`config.mk`:
```
export PLATFORM = sky130hd
export DESIGN_NAME = integer_to_word_tokens_flat
export DESIGN_NICKNAME = d
export VERILOG_FILES = /design/src/design/izw_pkg.sv /design/src/design/izw_num_if.sv /design/src/design/izw_word_if.sv /design/src/design/izw_cell.sv /design/src/design/izw_conv.sv /design/src/design/izw_emit.sv /design/src/design/integer_to_word_tokens.sv /design/src/flat_wrapper.sv
export SDC_FILE = /design/constraint.sdc
export NUM_CORES = 1
export LEC_CHECK = 0
export BUFFER_PORTS_ARGS = -buffer_cell sky130_fd_sc_hd__buf_2
export CAP_MARGIN = 15
export CELL_PAD_IN_SITES_DETAIL_PLACEMENT = 0
export CELL_PAD_IN_SITES_GLOBAL_PLACEMENT = 1
export CORE_MARGIN = 2
export CORE_UTILIZATION = 30
export CTS_CLUSTER_SIZE = 8
export DETAILED_ROUTE_END_ITERATION = 16
export PLACE_DENSITY_LB_ADDON = 0.1
export SLEW_MARGIN = 10
export SYNTH_ARGS = -nofsm -noshare
export SYNTH_HDL_FRONTEND = slang
export SYNTH_SLANG_ARGS = --single-unit
```
`constraint.sdc`:
```
create_clock -name clk -period 15.9 [get_ports clk]
set_clock_uncertainty 0.05 [all_clocks]
set_input_delay 1.59 -clock clk [delete_from_list [all_inputs] [get_ports clk]]
set_output_delay 1.59 -clock clk [all_outputs]
set_load 0.05 [all_outputs]
```
`src/design/izw_pkg.sv`:
```
`timescale 1ns / 1ps
// ----------------------------------------------------------------------------
// izw_pkg
// Shared types and token codes for the integer to word token converter.
// ----------------------------------------------------------------------------
package izw_pkg;

  localparam int NUM_W   = 31;  // width of the input number
  localparam int WORD_W  = 5;   // width of a word token
  localparam int DIGITS  = 10;  // decimal digits needed for 2^31-1
  localparam int BIN_W   = 32;  // number padded to an even bit count
  localparam int STEPS   = BIN_W / 2;  // two bits enter the digit chain per cycle
  localparam int STEP_W  = $clog2(STEPS);
  localparam int SLOTS   = 20;  // four groups of five word slots

  typedef logic [NUM_W-1:0]  num_t;
  typedef logic [WORD_W-1:0] word_t;
  typedef logic [3:0]        digit_t;

  localparam word_t TOK_ZERO     = 5'd0;
  localparam word_t TOK_TEN      = 5'd10;
  localparam word_t TOK_TENS_OFS = 5'd18;
  localparam word_t TOK_HUNDRED  = 5'd28;
  localparam word_t TOK_THOUSAND = 5'd29;
  localparam word_t TOK_MILLION  = 5'd30;
  localparam word_t TOK_BILLION  = 5'd31;

  // Controls shared by all digit cells.
  typedef struct packed {
    logic clear;
    logic shift;
  } cell_ctl_t;

  // Finished conversion handed from the converter to the word sequencer.
  typedef struct packed {
    logic               done;
    digit_t [DIGITS-1:0] digits;
  } conv_res_t;

endpackage

```
`src/design/izw_num_if.sv`:
```
`timescale 1ns / 1ps
// ----------------------------------------------------------------------------
// izw_num_if
// Valid/ready channel that carries one number.
// ----------------------------------------------------------------------------
interface izw_num_if;
  logic          valid;
  logic          ready;
  izw_pkg::num_t number;

  modport source (output valid, output number, input ready);
  modport sink   (input valid, input number, output ready);
endinterface

```
`src/design/izw_word_if.sv`:
```
`timescale 1ns / 1ps
// ----------------------------------------------------------------------------
// izw_word_if
// Valid/ready channel that carries one word token and its last flag.
// ----------------------------------------------------------------------------
interface izw_word_if;
  logic           valid;
  logic           ready;
  izw_pkg::word_t word;
  logic           last_word;

  modport source (output valid, output word, output last_word, input ready);
  modport sink   (input valid, input word, input last_word, output ready);
endinterface

```
`src/design/izw_cell.sv`:
```
`timescale 1ns / 1ps
// ----------------------------------------------------------------------------
// izw_cell
// One BCD digit of the binary to decimal chain: two add-3 and shift steps
// per cycle, taking its incoming bits from the next lower digit.
// ----------------------------------------------------------------------------
module izw_cell (
  input  logic               clk,
  input  izw_pkg::cell_ctl_t ctl,
  input  logic               cin_hi,
  input  logic               cin_lo,
  output logic               cout_hi,
  output logic               cout_lo,
  output izw_pkg::digit_t    digit
);
  import izw_pkg::*;

  function automatic digit_t adj3(input digit_t d);
    adj3 = (d >= 4'd5) ? d + 4'd3 : d;
  endfunction

  digit_t first;
  digit_t mid;
  digit_t second;
  digit_t digit_next;

  always_comb begin
    first      = adj3(digit);
    mid        = {first[2:0], cin_hi};
    second     = adj3(mid);
    digit_next = {second[2:0], cin_lo};
    cout_hi    = first[3];
    cout_lo    = second[3];
  end

  always_ff @(posedge clk) begin
    if (ctl.clear) begin
      digit <= '0;
    end else if (ctl.shift) begin
      digit <= digit_next;
    end
  end

endmodule

```
`src/design/izw_conv.sv`:
```
`timescale 1ns / 1ps
// ----------------------------------------------------------------------------
// izw_conv
// Binary to decimal converter: a row of digit cells fed two bits a cycle
// from a shift register.
// ----------------------------------------------------------------------------
module izw_conv (
  input  logic               clk,
  input  logic               rst,
  izw_num_if.sink            nums,
  input  logic               take,
  output izw_pkg::conv_res_t res
);
  import izw_pkg::*;

  logic              busy;
  logic              done;
  logic [STEP_W-1:0] cnt;
  logic [BIN_W-1:0]  bin;
  logic              accept;
  cell_ctl_t         ctl;
  logic [DIGITS-1:0] carry_hi;
  logic [DIGITS-1:0] carry_lo;
  digit_t [DIGITS-1:0] digits;

  assign nums.ready = !rst && !busy && (!done || take);
  assign accept     = nums.valid && nums.ready;
  assign ctl.clear  = accept;
  assign ctl.shift  = busy;

  always_ff @(posedge clk) begin
    if (rst) begin
      busy <= 1'b0;
      done <= 1'b0;
      cnt  <= '0;
    end else begin
      if (done && take) begin
        done <= 1'b0;
      end
      if (accept) begin
        busy <= 1'b1;
        cnt  <= '0;
      end else if (busy) begin
        cnt <= cnt + 1'b1;
        if (cnt == STEP_W'(STEPS - 1)) begin
          busy <= 1'b0;
          done <= 1'b1;
        end
      end
    end
  end

  always_ff @(posedge clk) begin
    if (accept) begin
      bin <= {{(BIN_W - NUM_W){1'b0}}, nums.number};
    end else if (busy) begin
      bin <= {bin[BIN_W-3:0], 2'b00};
    end
  end

  genvar k;
  generate
    for (k = 0; k < DIGITS; k++) begin : g_cell
      if (k == 0) begin : g_first
        izw_cell u_cell (
          .clk    (clk),
          .ctl    (ctl),
          .cin_hi (bin[BIN_W-1]),
          .cin_lo (bin[BIN_W-2]),
          .cout_hi(carry_hi[k]),
          .cout_lo(carry_lo[k]),
          .digit  (digits[k])
        );
      end else begin : g_next
        izw_cell u_cell (
          .clk    (clk),
          .ctl    (ctl),
          .cin_hi (carry_hi[k-1]),
          .cin_lo (carry_lo[k-1]),
          .cout_hi(carry_hi[k]),
          .cout_lo(carry_lo[k]),
          .digit  (digits[k])
        );
      end
    end
  endgenerate

  assign res.done   = done;
  assign res.digits = digits;

endmodule

```
`src/design/izw_emit.sv`:
```
`timescale 1ns / 1ps
// ----------------------------------------------------------------------------
// izw_emit
// Word sequencer: lays the decimal digits out as word slots and sends the
// valid slots in order via an output register, one word per unstalled cycle.
// ----------------------------------------------------------------------------
module izw_emit (
  input  logic               clk,
  input  logic               rst,
  input  izw_pkg::conv_res_t res,
  output logic               take,
  izw_word_if.source         words
);
  import izw_pkg::*;

  typedef struct packed {
    logic  [4:0] valid;
    word_t [4:0] tok;
  } grp_t;

  // Slots of one group: hundreds digit, Hundred, low-digit, teen or tens
  // word, ones word, scale word.
  function automatic grp_t group_slots(input digit_t h, input digit_t t,
                                       input digit_t o, input word_t scale,
                                       input logic has_scale,
                                       input logic force_zero);
    grp_t   g;
    logic   nz_h;
    logic   nz_low;
    g.valid  = '0;
    g.tok    = '0;
    nz_h     = (h != 4'd0);
    nz_low   = (t != 4'd0) || (o != 4'd0);
    g.valid[0] = nz_h;
    g.tok[0]   = {1'b0, h};
    g.valid[1] = nz_h;
    g.tok[1]   = TOK_HUNDRED;
    // Below twenty the two low digits name a single word.
    g.valid[2] = nz_low || force_zero;
    if (t >= 4'd2) begin
      g.tok[2] = TOK_TENS_OFS + {1'b0, t};
    end else if (t[0]) begin
      g.tok[2] = TOK_TEN + {1'b0, o};
    end else begin
      g.tok[2] = {1'b0, o};
    end
    g.valid[3] = (t >= 4'd2) && (o != 4'd0);
    g.tok[3]   = {1'b0, o};
    g.valid[4] = has_scale && (nz_h || nz_low);
    g.tok[4]   = scale;
    group_slots = g;
  endfunction

  grp_t               g0;
  grp_t               g1;
  grp_t               g2;
  grp_t               g3;
  logic               all_zero;
  logic [SLOTS-1:0]   mask_load;
  word_t [SLOTS-1:0]  tok_load;
  logic [SLOTS-1:0]   mask;
  word_t [SLOTS-1:0]  tok;
  logic [SLOTS-1:0]   sel;
  logic [SLOTS-1:0]   left;
  logic [SLOTS-1:0]   rem;
  logic [SLOTS-1:0]   mask_next;
  logic               pop;
  word_t              sel_tok;

  always_comb begin
    all_zero  = (res.digits == '0);
    g0 = group_slots(4'd0, 4'd0, res.digits[9], TOK_BILLION, 1'b1, 1'b0);
    g1 = group_slots(res.digits[8], res.digits[7], res.digits[6],
                     TOK_MILLION, 1'b1, 1'b0);
    g2 = group_slots(res.digits[5], res.digits[4], res.digits[3],
                     TOK_THOUSAND, 1'b1, 1'b0);
    g3 = group_slots(res.digits[2], res.digits[1], res.digits[0],
                     TOK_ZERO, 1'b0, all_zero);
    mask_load = {g3.valid, g2.valid, g1.valid, g0.valid};
    tok_load  = {g3.tok, g2.tok, g1.tok, g0.tok};
  end

  always_comb begin
    sel     = mask & (~mask + 1'b1);
    left    = mask & ~sel;
    pop     = (|mask) && (!words.valid || words.ready);
    rem     = pop ? left : mask;
    take    = res.done && (rem == '0);
    mask_next = take ? mask_load : rem;
    sel_tok = '0;
    for (int i = 0; i < SLOTS; i++) begin
      sel_tok = sel_tok | (sel[i] ? tok[i] : '0);
    end
  end

  always_ff @(posedge clk) begin
    if (rst) begin
      mask        <= '0;
      words.valid <= 1'b0;
    end else begin
      mask <= mask_next;
      if (pop) begin
        words.valid <= 1'b1;
      end else if (words.ready) begin
        words.valid <= 1'b0;
      end
    end
  end

  always_ff @(posedge clk) begin
    if (take) begin
      tok <= tok_load;
    end
    if (pop) begin
      words.word      <= sel_tok;
      words.last_word <= (left == '0);
    end
  end

endmodule

```
`src/design/integer_to_word_tokens.sv`:
```
`timescale 1ns / 1ps
// An accepted number passes the digit chain, done flag, slot mask and output
// register to its first word. Words then leave one per cycle while the sink
// takes them, 1 to 16 per number. The digit chain converts the next number
// while the sequencer sends the previous number's words; a stalled sink
// holds off the next number. Reset (rst, synchronous) empties the converter,
// the sequencer and the output, and no number is taken while it is high.
// ----------------------------------------------------------------------------
// integer_to_word_tokens
// Spells a 31-bit number as English word tokens, in reading order.
// ----------------------------------------------------------------------------
module integer_to_word_tokens (
  input  logic       clk,
  input  logic       rst,
  izw_num_if.sink    nums,
  izw_word_if.source words
);
  import izw_pkg::*;

  conv_res_t res;
  logic      take;

  izw_conv u_conv (
    .clk (clk),
    .rst (rst),
    .nums(nums),
    .take(take),
    .res (res)
  );

  izw_emit u_emit (
    .clk  (clk),
    .rst  (rst),
    .res  (res),
    .take (take),
    .words(words)
  );

endmodule

```
`src/flat_wrapper.sv`:
```
// flat-port wrapper written by rule: the top's interface ports become plain ports
module integer_to_word_tokens_flat import izw_pkg::*;
  (clk, rst, nums_valid, nums_number, nums_ready, words_valid, words_word, words_last_word, words_ready);
  izw_num_if nums_i ();
  izw_word_if words_i ();
  input  logic clk;
  input  logic rst;
  input wire logic [$bits(nums_i.valid)-1:0] nums_valid;
  input wire logic [$bits(nums_i.number)-1:0] nums_number;
  output wire logic [$bits(nums_i.ready)-1:0] nums_ready;
  output wire logic [$bits(words_i.valid)-1:0] words_valid;
  output wire logic [$bits(words_i.word)-1:0] words_word;
  output wire logic [$bits(words_i.last_word)-1:0] words_last_word;
  input wire logic [$bits(words_i.ready)-1:0] words_ready;
  assign nums_i.valid = nums_valid;
  assign nums_i.number = nums_number;
  assign nums_ready = nums_i.ready;
  assign words_valid = words_i.valid;
  assign words_word = words_i.word;
  assign words_last_word = words_i.last_word;
  assign words_i.ready = words_ready;
  integer_to_word_tokens u_core (.clk(clk), .rst(rst), .nums(nums_i), .words(words_i));
endmodule
```
* Word level (Yosys, flattened, before mapping) *
Index checks and enable logic that the tools add are counted.

word-level totals
  input port bits = 35
  word-level logic and storage cells = 199
  register bits = 148
  output and inout bits = 8

cells by class
  bitwise gates (word level) = 21
  reduce and logical (&&, ||, !) cells = 39
  eq/ne operators = 1
  order comparisons = 23
  add/subtract/negate cells = 28
  muxes and demuxes = 57

operators with widths
  cell                                                  number
  two-way mux 4 bit                                     26
  >= comparator 4 x 3 -> 1 bit (second input constant)  20
  two-way mux 5 bit                                     16
  adder 4 x 2 -> 4 bit (second input constant)          18
  two-way mux 31 bit                                    2
  bitwise OR 5 bit                                      9
  bitwise AND 20 bit                                    2
  zero test 20 bit                                      2
  zero test 40 bit                                      1
  inverter 20 bit                                       2
  bitwise OR 5 x 4 -> 5 bit                             8
  nonzero test 4 bit                                    10
  adder 20 x 1 -> 20 bit (second input constant)        1
  two-way mux 20 bit                                    1
  OR reduction 20 bit                                   1
  two-way mux 19 bit                                    1
  adder 4 x 4 -> 5 bit (first input constant)           3
  adder 5 x 4 -> 5 bit (first input constant)           3
  >= comparator 4 x 2 -> 1 bit (second input constant)  3
  logical AND 1 bit                                     9
  two-way mux 1 bit                                     9
  logical OR 1 bit                                      8
  adder 3 x 2 -> 3 bit (second input constant)          2
  two-way mux 3 bit                                     2
  5 further kinds                                       10

* Longest topological paths before layout *
Gate-level depths: netlist of the first run.

  depth after elaboration = 21
  mapped depth = 13
  mapped depth without buffers = 12

* Modules after synthesis *
Synthesis of the first run repeated with hierarchy kept, for this count alone.

second synthesis, totals
  cell total of the unflattened synthesis = 863
  area total of the unflattened synthesis = 9267.6 um^2

by module, submodules not included
  module    instances  cells an instance  area an instance (um^2)  seq. area each (um^2)
  izw_emit  1          374                4016.4                   1891.8
  izw_cell  10         39                 349.1                    80.1
  izw_conv  1          99                 1760.4                   1071.0

* Least setup slack after synthesis of the first run *
No wires, ideal clock.

  kind = input -> register
  start point = in words_ready
  end point = reg u_core.u_emit.tok[15] (netlist bit) (enable)
  data required time = 15.300 ns
  library setup time = 0.550 ns
  cell stages on the path = 7
  arrival = 7.097 ns
  path slack = 8.202 ns
  path through = nor2b_1 clkbuf_1 nor4b_4 nand3_1 a2111oi_2 nand3_2 nor4_1

between the ends
  cells in the longest elaborated chain, start to end = 5

ends and longest elaborated chain
  what                    RTL line            text
  start: declaration      flat_wrapper.sv:14  input wire logic [$bits(words_i.ready)-1:0] words_ready;
  logical OR 1 bit        izw_emit.sv:86      pop = (|mask) && (!words.valid || words.ready);
  logical AND 1 bit       izw_emit.sv:86
  two-way mux 20 bit      izw_emit.sv:87      rem = pop ? left : mask;
  zero test 20 bit        izw_emit.sv:88      take = res.done && (rem == '0);
  logical AND 1 bit       izw_emit.sv:88
  end signal: assignment  izw_emit.sv:112     tok <= tok_load;
  end: declaration        izw_emit.sv:62      word_t [SLOTS-1:0] tok;

Every way passes these cells.
A chain may end at the register's enable or synchronous reset.

* Worst setup path after layout of the first run *
  start point = in words_ready
  end point = out nums_ready

between the ends
  cells in the longest elaborated chain, start to end = 7

ends and longest elaborated chain
  what                RTL line            text
  logical OR 1 bit    izw_emit.sv:86
  logical AND 1 bit   izw_emit.sv:86
  two-way mux 20 bit  izw_emit.sv:87
  zero test 20 bit    izw_emit.sv:88
  logical AND 1 bit   izw_emit.sv:88
  logical OR 1 bit    izw_conv.sv:26      assign nums.ready = !rst && !busy && (!done || take);
  logical AND 1 bit   izw_conv.sv:26
  end: declaration    flat_wrapper.sv:10  output wire logic [$bits(nums_i.ready)-1:0] nums_ready;

Every way passes these cells.

==> impl_metrics.tcl, run 1 <==
set metrics [dict create \
    wl_per_cell_um 18.2 \
    max_stage_delay_ns 0.46 \
    setup_viol 0 \
    syn-cell-area_mm2 0.00943 \
    cts_root_buf "clkbuf_16" \
    die_w_um 181 \
    leakage_nw 4.14 \
    ioPinCount 43 \
    r2r_end "u_core.u_conv.bin[30]$_DFFE_PP_" \
    h-tree-depth 4 \
    route.vias.total 7523 \
    crit_path_start "words_ready" \
    syn_nets 1132 \
    min_from "u_core.u_conv.g_cell[9].g_next.u_cell.digit[1]$_SDFFE_PN0P_" \
    nets 1129 \
    required_ns 14.26 \
    yosys_warnings 0 \
    cts.sinks 148 \
    grt_pass1_vias 7340 \
    post_cts_buffers 0 \
    startpoint_type "input port" \
    status "completed" \
    drtPass1Iterations 4 \
    dieArea_mm2 0.0329 \
    gp_congestion 0.765 \
    cts.reportedPaths.clkPinSlew_ns 0.06 \
    fp-row-count 64 \
    ys_seq_area_share_pct 39.9 \
    worstPathArrival_ns 4.34 \
    grt_usage_pct 16.3 \
    peakVddDrop_mv 0.0713 \
    regArea_mm2 0.00376 \
    synth_edf_count 80 \
    r2r_cells 9 \
    final_cell_area_mm2 0.0105 \
    worst_slew_margin_rel_pct 25.7 \
    areaGrowthSynthToFinish_pct 11.8 \
    ys_types 66 \
    finalHoldViolCount 0 \
    critPathKind "input port to primary output" \
    multi_input_comb_area_mm2 0.00508 \
    initial_utilization_pct 30.7 \
    grt_overflow 0 \
    synth_area_per_cell_um2 9.14 \
    hold_path_class "flop to flop" \
    timing.rr.start "u_core.u_emit.mask[1]$_SDFF_PP0_" \
    crit_end "nums_ready" \
    path_max_fanout 31 \
    antenna_cells 0 \
    clk_latency_ns 0.43 \
    ctsHoldBuffers 0 \
    syn_inst 1031 \
    ys_ff_latch 148 \
    antenna_found_initial 0 \
    crit_chain "buf_2, nor2b_1, buf_4, nor4b_4, nand3_1, a2111oi_2, nand3_2, o31a_1, buf_4, nor3_1, buf_2" \
    cpMaxStageDelayCell "a2111oi_2" \
    final_layout_size_suffix_gt1_share_pct 11.0 \
    maxSlewViolCount 0 \
    detail_route.iter0.violations 412 \
    hpwl_um 18300 \
    vias_per_cell 5.24 \
    nFillCells 3239 \
    coreArea_mm2 0.0307 \
    drc_errors 0 \
    grt_first_pass_wirelength_um 42500 \
    grt_max_degree 50 \
    max_freq_mhz 167 \
    cts_resized 0 \
    r2r_slack_ns 11.64 \
    finalCritPeriodShare_pct 37.6 \
    placed_area_mm2 0.00995 \
    drt-total-wl_um 26200 \
    endpoint_kind "primary output" \
    setup-tns-final_ns 0 \
    io_buffers 42 \
    power_density_mw_per_mm2 170 \
    tightest_slew_ns 1.10 \
    dieHeight_um 181 \
    min_period_ns 5.98 \
    async_flop_share_pct 0 \
    rsz0062_at_grt "no" \
    cts_tree "built" \
    ys.flop_type "edfxtp_1" \
    cap_violations 0 \
    ant_nets 0 \
    clock_path_buffers 2 \
    cts_made_buffers 17 \
]
[worst min-delay path by stage]
| stage | to | slack (ns) | cells past startpoint |
|---|---|---|---|
| final | u_core.u_emit.tok[16]$_DFFE_PN_ | 0.39 | 0 |
| after global routing | u_core.u_emit.tok[16]$_DFFE_PN_ | 0.42 | 0 |
| after CTS | u_core.u_emit.tok[16]$_DFFE_PN_ | 0.39 | 0 |
| after detailed placement | u_core.u_emit.tok[16]$_DFFE_PN_ | 0.38 | 0 |
| after global placement | u_core.u_emit.tok[16]$_DFFE_PN_ | 0.37 | 0 |
| after floorplan | u_core.u_emit.tok[43]$_DFFE_PN_ | 0.36 | 0 |
[report_power, final]
part,total (mW),internal [mW],leakage (nW),switching (mW)
clock,0.404,0.236,0.278,0.168
combinational,0.799,0.356,2.55,0.443
sequential,0.594,0.493,1.32,0.101
total,1.80,1.09,4.14,0.711
[through the flow]
stage | power [mW] | setup slack [ns] | std cells | util (%) | hold slack [ns]
final | 1.80 | 9.92 | 1437 | 34.3 | 0.388
after floorplan | 1.21 | 8.20 | 1031 | - | 0.356
after global placement | 1.40 | 10.00 | 1404 | 32.4 | 0.368
after CTS | 1.81 | 9.91 | 1436 | 34.2 | 0.393
after detailed placement | 1.40 | 9.93 | 1404 | 32.4 | 0.379
after global routing | 1.96 | 9.69 | 1437 | 34.3 | 0.424
[registers in the layout (all words and copies together), names as in the netlist, 4 cells and up]
register and flops:
u_core.u_conv.bin 32, u_core.u_conv.cnt 4, u_core.u_conv.g_cell.g_first.u_cell.digit 4, u_core.u_conv.g_cell.g_next.u_cell.digit 36
u_core.u_emit.mask 20, u_core.u_emit.tok 43, u_core.u_emit.words.word 5
[cell usage in the layout, fill, tap and decap left out, types with 7 or more instances in the layout]
cell / count
a21oi_1: 82
mux2i_1: 25
nand2_1: 78
ha_1: 66
clkbuf_16: 17
edfxtp_1: 80
o211ai_1: 8
xnor2_1: 27
buf_4: 15
a21boi_0: 8
mux2_2: 7
buf_2: 42
inv_1: 78
o32ai_1: 36
a22oi_1: 8
nand3_1: 30
nor4_1: 9
o41ai_1: 25
nand2b_1: 20
a21o_1: 9
o21ai_0: 49
nor3b_1: 19
o31ai_1: 7
nor2_1: 40
nor3_1: 39
dfxtp_1: 67
and3_1: 22
[cell type report]
cell class / instances / share of cell area, %
tap: 396 / 4.70
timing repair buffer: 58 / 3.11
clock inverter: 11 / 1.22
sequential: 148 / 35.7
multi-input combinational: 725 / 48.2
clock buffer: 21 / 4.27
inverter: 78 / 2.78
[cells by family (layout without fill, tap and decap cells)]
kind of cell / Yosys count / count (layout) / synth area share [%]
AO/OA/AOI/OAI: 292 / 292 / 21.1
adder cells (fa/ha/maj): 70 / 70 / 9.19
buffers and inverters: 158 / 168 / 6.52
multiplexers: 32 / 32 / 3.49
XOR/XNOR: 32 / 32 / 2.97
flip-flops: 148 / 148 / 39.9
AND/OR/NAND/NOR: 299 / 299 / 16.8
[worst max-delay path: cells and delay by family]
| kind | cells | cell delay, ns |
|---|---|---|
| AOI/OAI and AO/OA | 2 | 0.80 |
| buffers and inverters | 4 | 0.82 |
| and+or+nand+nor | 5 | 1.12 |
[cell usage after synthesis (8+ instances only)]
| master | n | area share [%] |
|---|---|---|
| edfxtp_1 | 80 | 25 |
| xnor2_1 | 27 | 2.5 |
| nand2_1 | 78 | 3.1 |
| inv_1 | 78 | 3.1 |
| ha_1 | 66 | 8.8 |
| clkbuf_1 | 73 | 2.9 |
| a21boi_0 | 8 | 0.64 |
| o211ai_1 | 8 | 0.64 |
| o41ai_1 | 25 | 2.3 |
| a22oi_1 | 8 | 0.64 |
| nor2_1 | 40 | 1.6 |
| dfxtp_1 | 68 | 14 |
| nor4_1 | 11 | 0.73 |
| a21o_1 | 9 | 0.72 |
| and3_1 | 22 | 1.5 |
| nor3b_1 | 19 | 1.5 |
| a21oi_1 | 82 | 4.4 |
| o21ai_0 | 49 | 2.6 |
| nand2b_1 | 20 | 1.3 |
| mux2i_1 | 25 | 2.7 |
| o32ai_1 | 36 | 3.3 |
| nand3_1 | 30 | 1.6 |
| nor3_1 | 40 | 2.1 |
[layer usage]
metal | wire [um] | vias up | track usage [%]
met3 | 606 | 19 | 2.38
li1 | - | 3818 | -
met1 | 14000 | 3594 | 24.4
met2 | 11200 | 92 | 24.4
met4 | 340 | 0 | 4.03
met5 | 0 | - | 0
(Power assumes the default switching activity.)
==> run 2: changes to the inputs <==
- clock period: 15.9 -> 5.35 ns (I/O delays scaled with it)
==> run 2 against run 1 <==
Via count grew 0.45%; flip-flop and latch count unchanged; cell count rose by 0.21%; routed wire length is 0.31% higher; critical path depth shrank 2; final area is 0.44% higher.
==> impl_metrics.tcl, run 2 (synthesis gave the netlist of run 1 again) <==
set metrics [dict create \
    path_delay_family "simple AND/OR/NAND/NOR gates" \
    fp-row-count 64 \
    crit_chain "or4_4, nor4b_4, nand3_1, a2111oi_2, nand3_2, o31a_1, buf_4, nor3_1, buf_2" \
    critPathKind "flop to primary output" \
    leakage_nw 4.18 \
    mostFrequentLayoutCells "a21oi_1 (82), edfxtp_1 (80), inv_1 (78), nand2_1 (78), dfxtp_1 (67)" \
    ant_nets 0 \
    clk_latency_ns 0.43 \
    ctsHoldBuffers 0 \
    top_register "u_core.u_emit.tok" \
    grt_max_degree 88 \
    setup_viol 0 \
    detail_route.iter0.violations 581 \
    vias_per_cell 5.25 \
    areaGrowthSynthToFinish_pct 12.3 \
    cts.sinks 148 \
    finalHoldViolCount 0 \
    nets 1132 \
    io_buffers 42 \
    route.vias.total 7557 \
    grt_first_pass_wirelength_um 42800 \
    final_common_cell "a21oi_1" \
    min_to "u_core.u_conv.bin[1]$_SDFFCE_PP0P_" \
    dp_cells 1406 \
    largest_reg_flops 43 \
    dieArea_mm2 0.0329 \
    power_density_mw_per_mm2 506 \
    gp_congestion 0.777 \
    drt-total-wl_um 26300 \
    hpwl_um 18300 \
    timing.critical_path.buf_inv 2 \
    cts_root_buf "clkbuf_16" \
    setup-tns-final_ns 0 \
    timing.rr.start "u_core.u_emit.mask[1]$_SDFF_PP0_" \
    cts_resized 0 \
    antenna_cells 0 \
    rsz0062_at_grt "no" \
    cts_made_buffers 17 \
    cts_tree "built" \
    h-tree-depth 4 \
    r2r_slack_ns 1.19 \
    r2r_cells 9 \
    r2r_end "u_core.u_conv.bin[16]$_DFFE_PP_" \
    cpMaxStageDelayCell "or4_4" \
    grt_overflow 0 \
    post_cts_buffers 0 \
    clock_path_buffers 2 \
    path_max_fanout 31 \
    grt_pass1_vias 7376 \
    maxSlewViolCount 0 \
    hold_path_class "input port to flop" \
    endpoint_kind "primary output" \
    coreArea_mm2 0.0307 \
    dieHeight_um 181 \
    max_stage_delay_ns 0.65 \
    finalCritPeriodShare_pct 84.5 \
    antenna_found_initial 0 \
    min_period_ns 4.52 \
    initial_utilization_pct 30.7 \
    ioPinCount 43 \
    worstPathArrival_ns 3.93 \
    cts.reportedPaths.clkPinSlew_ns 0.06 \
    drtPass1Iterations 5 \
    drc_errors 0 \
    die_w_um 181 \
    min_from "nums_number[1]" \
    worst_slew_margin_rel_pct 33.4 \
    cap_violations 0 \
    peakVddDrop_mv 0.215 \
    grt_usage_pct 16.5 \
    hold_depth 2 \
    final_layout_size_suffix_gt1_share_pct 11.4 \
    required_ns 4.76 \
    max_freq_mhz 221 \
    status "completed" \
    largestRegisters "u_core.u_emit.tok x43, u_core.u_conv.g_cell.g_next.u_cell.digit x36, u_core.u_conv.bin x32" \
    tightest_slew_ns 0.990 \
    nFillCells 3268 \
    finalNonFillerCells 1440 \
    startpoint_type "flop" \
    wl_per_cell_um 18.2 \
]
## run 2: how the worst max path moves through the flow
stage | slack, ns | startpoint | cells after the start | to
after floorplan | 0.17 | u_core.u_emit.mask[0]$_SDFF_PP0_ | 8 | u_core.u_emit.tok[15]$_DFFE_PN_
after global placement | 1.25 | u_core.u_emit.mask[1]$_SDFF_PP0_ | 9 | u_core.u_conv.bin[2]$_DFFE_PP_
after detailed placement | 1.20 | u_core.u_emit.mask[1]$_SDFF_PP0_ | 9 | u_core.u_conv.bin[2]$_DFFE_PP_
after CTS | 0.82 | u_core.u_emit.mask[1]$_SDFF_PP0_ | 9 | nums_ready
after global routing | 0.63 | u_core.u_emit.mask[1]$_SDFF_PP0_ | 9 | nums_ready
final | 0.83 | u_core.u_emit.mask[1]$_SDFF_PP0_ | 9 | nums_ready
## run 2: per-layer routing
layer  share of wire [%]  up-vias  GRT usage (%)
met5                   0        -              0
met4                0.76        0           3.58
met3                 2.4       11           2.80
li1                    -     3824              -
met1                  53     3625           24.5
met2                  44       97           25.0
## run 2: power by group
part | internal (mW) | switching (mW) | total (mW)
clock network | 0.731 | 0.502 | 1.23
registers | 1.46 | 0.278 | 1.74
logic | 1.06 | 1.32 | 2.38
total | 3.26 | 2.10 | 5.36
## run 2: layout make-up
| type | instances | area (um^2) | share of cell area, % |
|---|---|---|---|
| repair buffers | 61 | 360 | 3.40 |
| multi-input cells | 725 | 5080 | 48.0 |
| clock inverters | 14 | 161 | 1.52 |
| flip-flops and latches | 148 | 3760 | 35.6 |
| well taps | 396 | 495 | 4.68 |
| clock buffers | 18 | 429 | 4.05 |
| inverters | 78 | 293 | 2.77 |
## run 2: worst reg2reg max path, cell delays in order, from the launching register on
cell and delay [ns]:
dfxtp_1 0.41, or4_4 0.66, nor4b_4 0.38, nand3_1 0.25, a2111oi_2 0.46, nand3_2 0.28
o31a_1 0.36, buf_4 0.24, o21ai_2 0.51, buf_12 0.26
## run 2: per-stage QoR
step	total power, mW	utilization (%)	hold WS (ns)	setup slack (ns)	area [um^2]
finish	5.36	34.4	0.345	0.831	10600
global route	5.86	34.4	0.325	0.629	10600
CTS	5.42	34.4	0.318	0.816	10600
detailed placement	4.16	32.5	0.368	1.20	9990
global placement	4.17	32.5	0.386	1.25	9990
floorplan	3.60	-	0.356	0.170	9430
==> run 3: changes to the inputs <==
- clock period: 5.35 -> 3.69 ns (I/O delays scaled with it)
==> run 3 against run 2 <==
Sequential power is 45% higher; worst hold slack worse by 0.16 ns; final area is 2.8% higher; global-route usage is 0.37 points higher; flip-flop and latch count stayed put.
==> impl_metrics.tcl, run 3 (synthesis gave the netlist of run 1 again) <==
set metrics [dict create \
    status "completed" \
    maxSlewViolCount 0 \
    ioPinCount 43 \
    required_ns 3.27 \
    io_buffers 42 \
    tightest_slew_ns 1.02 \
    route.vias.total 7807 \
    power.share.switching_pct 40.0 \
    largestRegisters "u_core.u_emit.tok x43, u_core.u_conv.g_cell.g_next.u_cell.digit x36, u_core.u_conv.bin x32" \
    ant_nets 0 \
    crit_path_start "u_core.u_emit.mask[0]$_SDFF_PP0_" \
    worstPathArrival_ns 3.23 \
    dieArea_mm2 0.0329 \
    h-tree-depth 4 \
    drtPass1Iterations 5 \
    timing.rr.start "u_core.u_emit.mask[0]$_SDFF_PP0_" \
    top_register "u_core.u_emit.tok" \
    critPathKind "flop to primary output" \
    worst_slew_margin_rel_pct 31.6 \
    finalHoldViolCount 0 \
    fin_ws_ns 0.0374 \
    pre_cts_slack_ns -0.0370 \
    seqPwrFrac_pct 32.7 \
    hpwl_um 18900 \
    holdWs_ns 0.187 \
    peakVddDrop_mv 0.323 \
    final_cell_area_mm2 0.0109 \
    hold_path_class "input port to flop" \
    rsz0062_at_grt "yes" \
    cts_made_buffers 17 \
    clk_latency_ns 0.43 \
    leakage_nw 4.36 \
    cts_root_buf "clkbuf_16" \
    placed_area_mm2 0.0103 \
    detail_route.iter0.violations 404 \
    total_power_mw 7.69 \
    areaGrowthSynthToFinish_pct 15.5 \
    grt_first_pass_wirelength_um 43600 \
    startpoint_type "flop" \
    coreArea_mm2 0.0307 \
    grt_usage_pct 16.9 \
    drt-total-wl_um 27200 \
    grt_max_degree 88 \
    cts_tree "built" \
    vias_per_cell 5.29 \
    grt_pass1_vias 7468 \
    endpoint_kind "primary output" \
    final_layout_size_suffix_gt1_share_pct 15.0 \
    wl_per_cell_um 18.4 \
    antenna_found_initial 0 \
    initial_utilization_pct 30.7 \
    min_period_ns 3.65 \
    power_density_mw_per_mm2 706 \
    p_clk_share_pct 21.6 \
    nets 1168 \
    cts.reportedPaths.clkPinSlew_ns 0.07 \
    drc_errors 0 \
    final_common_cell "a21oi_1" \
    min_from "nums_number[0]" \
    clock_path_buffers 2 \
    utilization_pct 35.4 \
    antenna_cells 0 \
    setup_viol 0 \
    cap_violations 0 \
    max_freq_mhz 274 \
    fp-row-count 64 \
    dieHeight_um 181 \
    p_switching_mw 3.08 \
    path_max_fanout 6 \
    p_int_mw 4.61 \
    die_w_um 181 \
    gp_congestion 0.761 \
    largest_reg_flops 43 \
    pwr-share-comb_pct 45.7 \
    finalCritPeriodShare_pct 99.0 \
    mostFrequentLayoutCells "a21oi_1 (82), edfxtp_1 (80), inv_1 (78), nand2_1 (78)" \
    grt_overflow 0 \
    cts.sinks 148 \
]
## run 3: cell types whose count changed in the layout (fill, tap and decap cells not counted), moves of 2 or more
cell / before / now
clkinvlp_4: 2 / 4
buf_4: 16 / 52
buf_6: 0 / 3
o21ai_0: 49 / 47
clkbuf_2: 2 / 0
bufinv_16: 3 / 1
## run 3: repair_timing
action / 4_1_cts / 5_1_grt
hold buffers: 0 / 0
buffers inserted: 5 / 2
resized for setup: 6 / 4
pin swaps: 8 / 8
setup endpoints to repair: 32 / 52
## run 3: layout make-up
| cell class | instances | area [um^2] |
|---|---|---|
| well taps | 396 | 495 |
| multi-input cells | 725 | 5140 |
| flip-flops and latches | 148 | 3770 |
| inverters | 78 | 293 |
| fillers | 3195 | 19900 |
| clock inverters | 13 | 111 |
| clock buffers | 19 | 433 |
| repair buffers | 97 | 649 |
## run 3: final timing paths
| kind | slack (ns) | depth (start not counted) | endpoint |
|---|---|---|---|
| max reg2reg | 0.11 | 8 | u_core.u_conv.bin[3]$_DFFE_PP_ |
| min | 0.19 | 2 | u_core.u_conv.bin[0]$_SDFFCE_PP0P_ |
| min reg2reg | 0.44 | 0 | u_core.u_emit.tok[16]$_DFFE_PN_ |
| max | 0.04 | 10 | nums_ready |
## run 3: worst max-delay path, stage by stage, from the launching register on
cell	delay, ns
dfxtp_2	0.32
or4_4	0.61
buf_6	0.16
nand3b_1	0.21
o41ai_2	0.38
and3_1	0.21
nand3_2	0.08
o31a_1	0.35
buf_6	0.16
nor3_4	0.12
buf_6	0.18
## run 3: power groups by stage
stage	Sequential (mW)	Combinational [mW]	Clock [mW]
after floorplan	2.31	2.91	0
after global placement	2.55	3.53	0
after detailed placement	2.55	3.51	0
after CTS	2.52	3.55	1.71
after global routing	2.58	4.04	1.79
final	2.52	3.52	1.66
## run 3: metal layers
metal  part of all wire, %  vias up  global-route usage (%)
li1                      -     3883                       -
met1                    52     3782                    25.0
met2                    44      124                    25.5
met3                   2.7       18                    2.60
met4                   1.3        0                    4.39
met5                     0        -                       0
## run 3: stage by stage
step / TNS [ns] / cells
after global routing: -2.77 / 1476
after floorplan: -16.29 / 1031
final: 0 / 1476
after detailed placement: -1.08 / 1437
after CTS: -0.0152 / 1474
after global placement: -1.01 / 1437
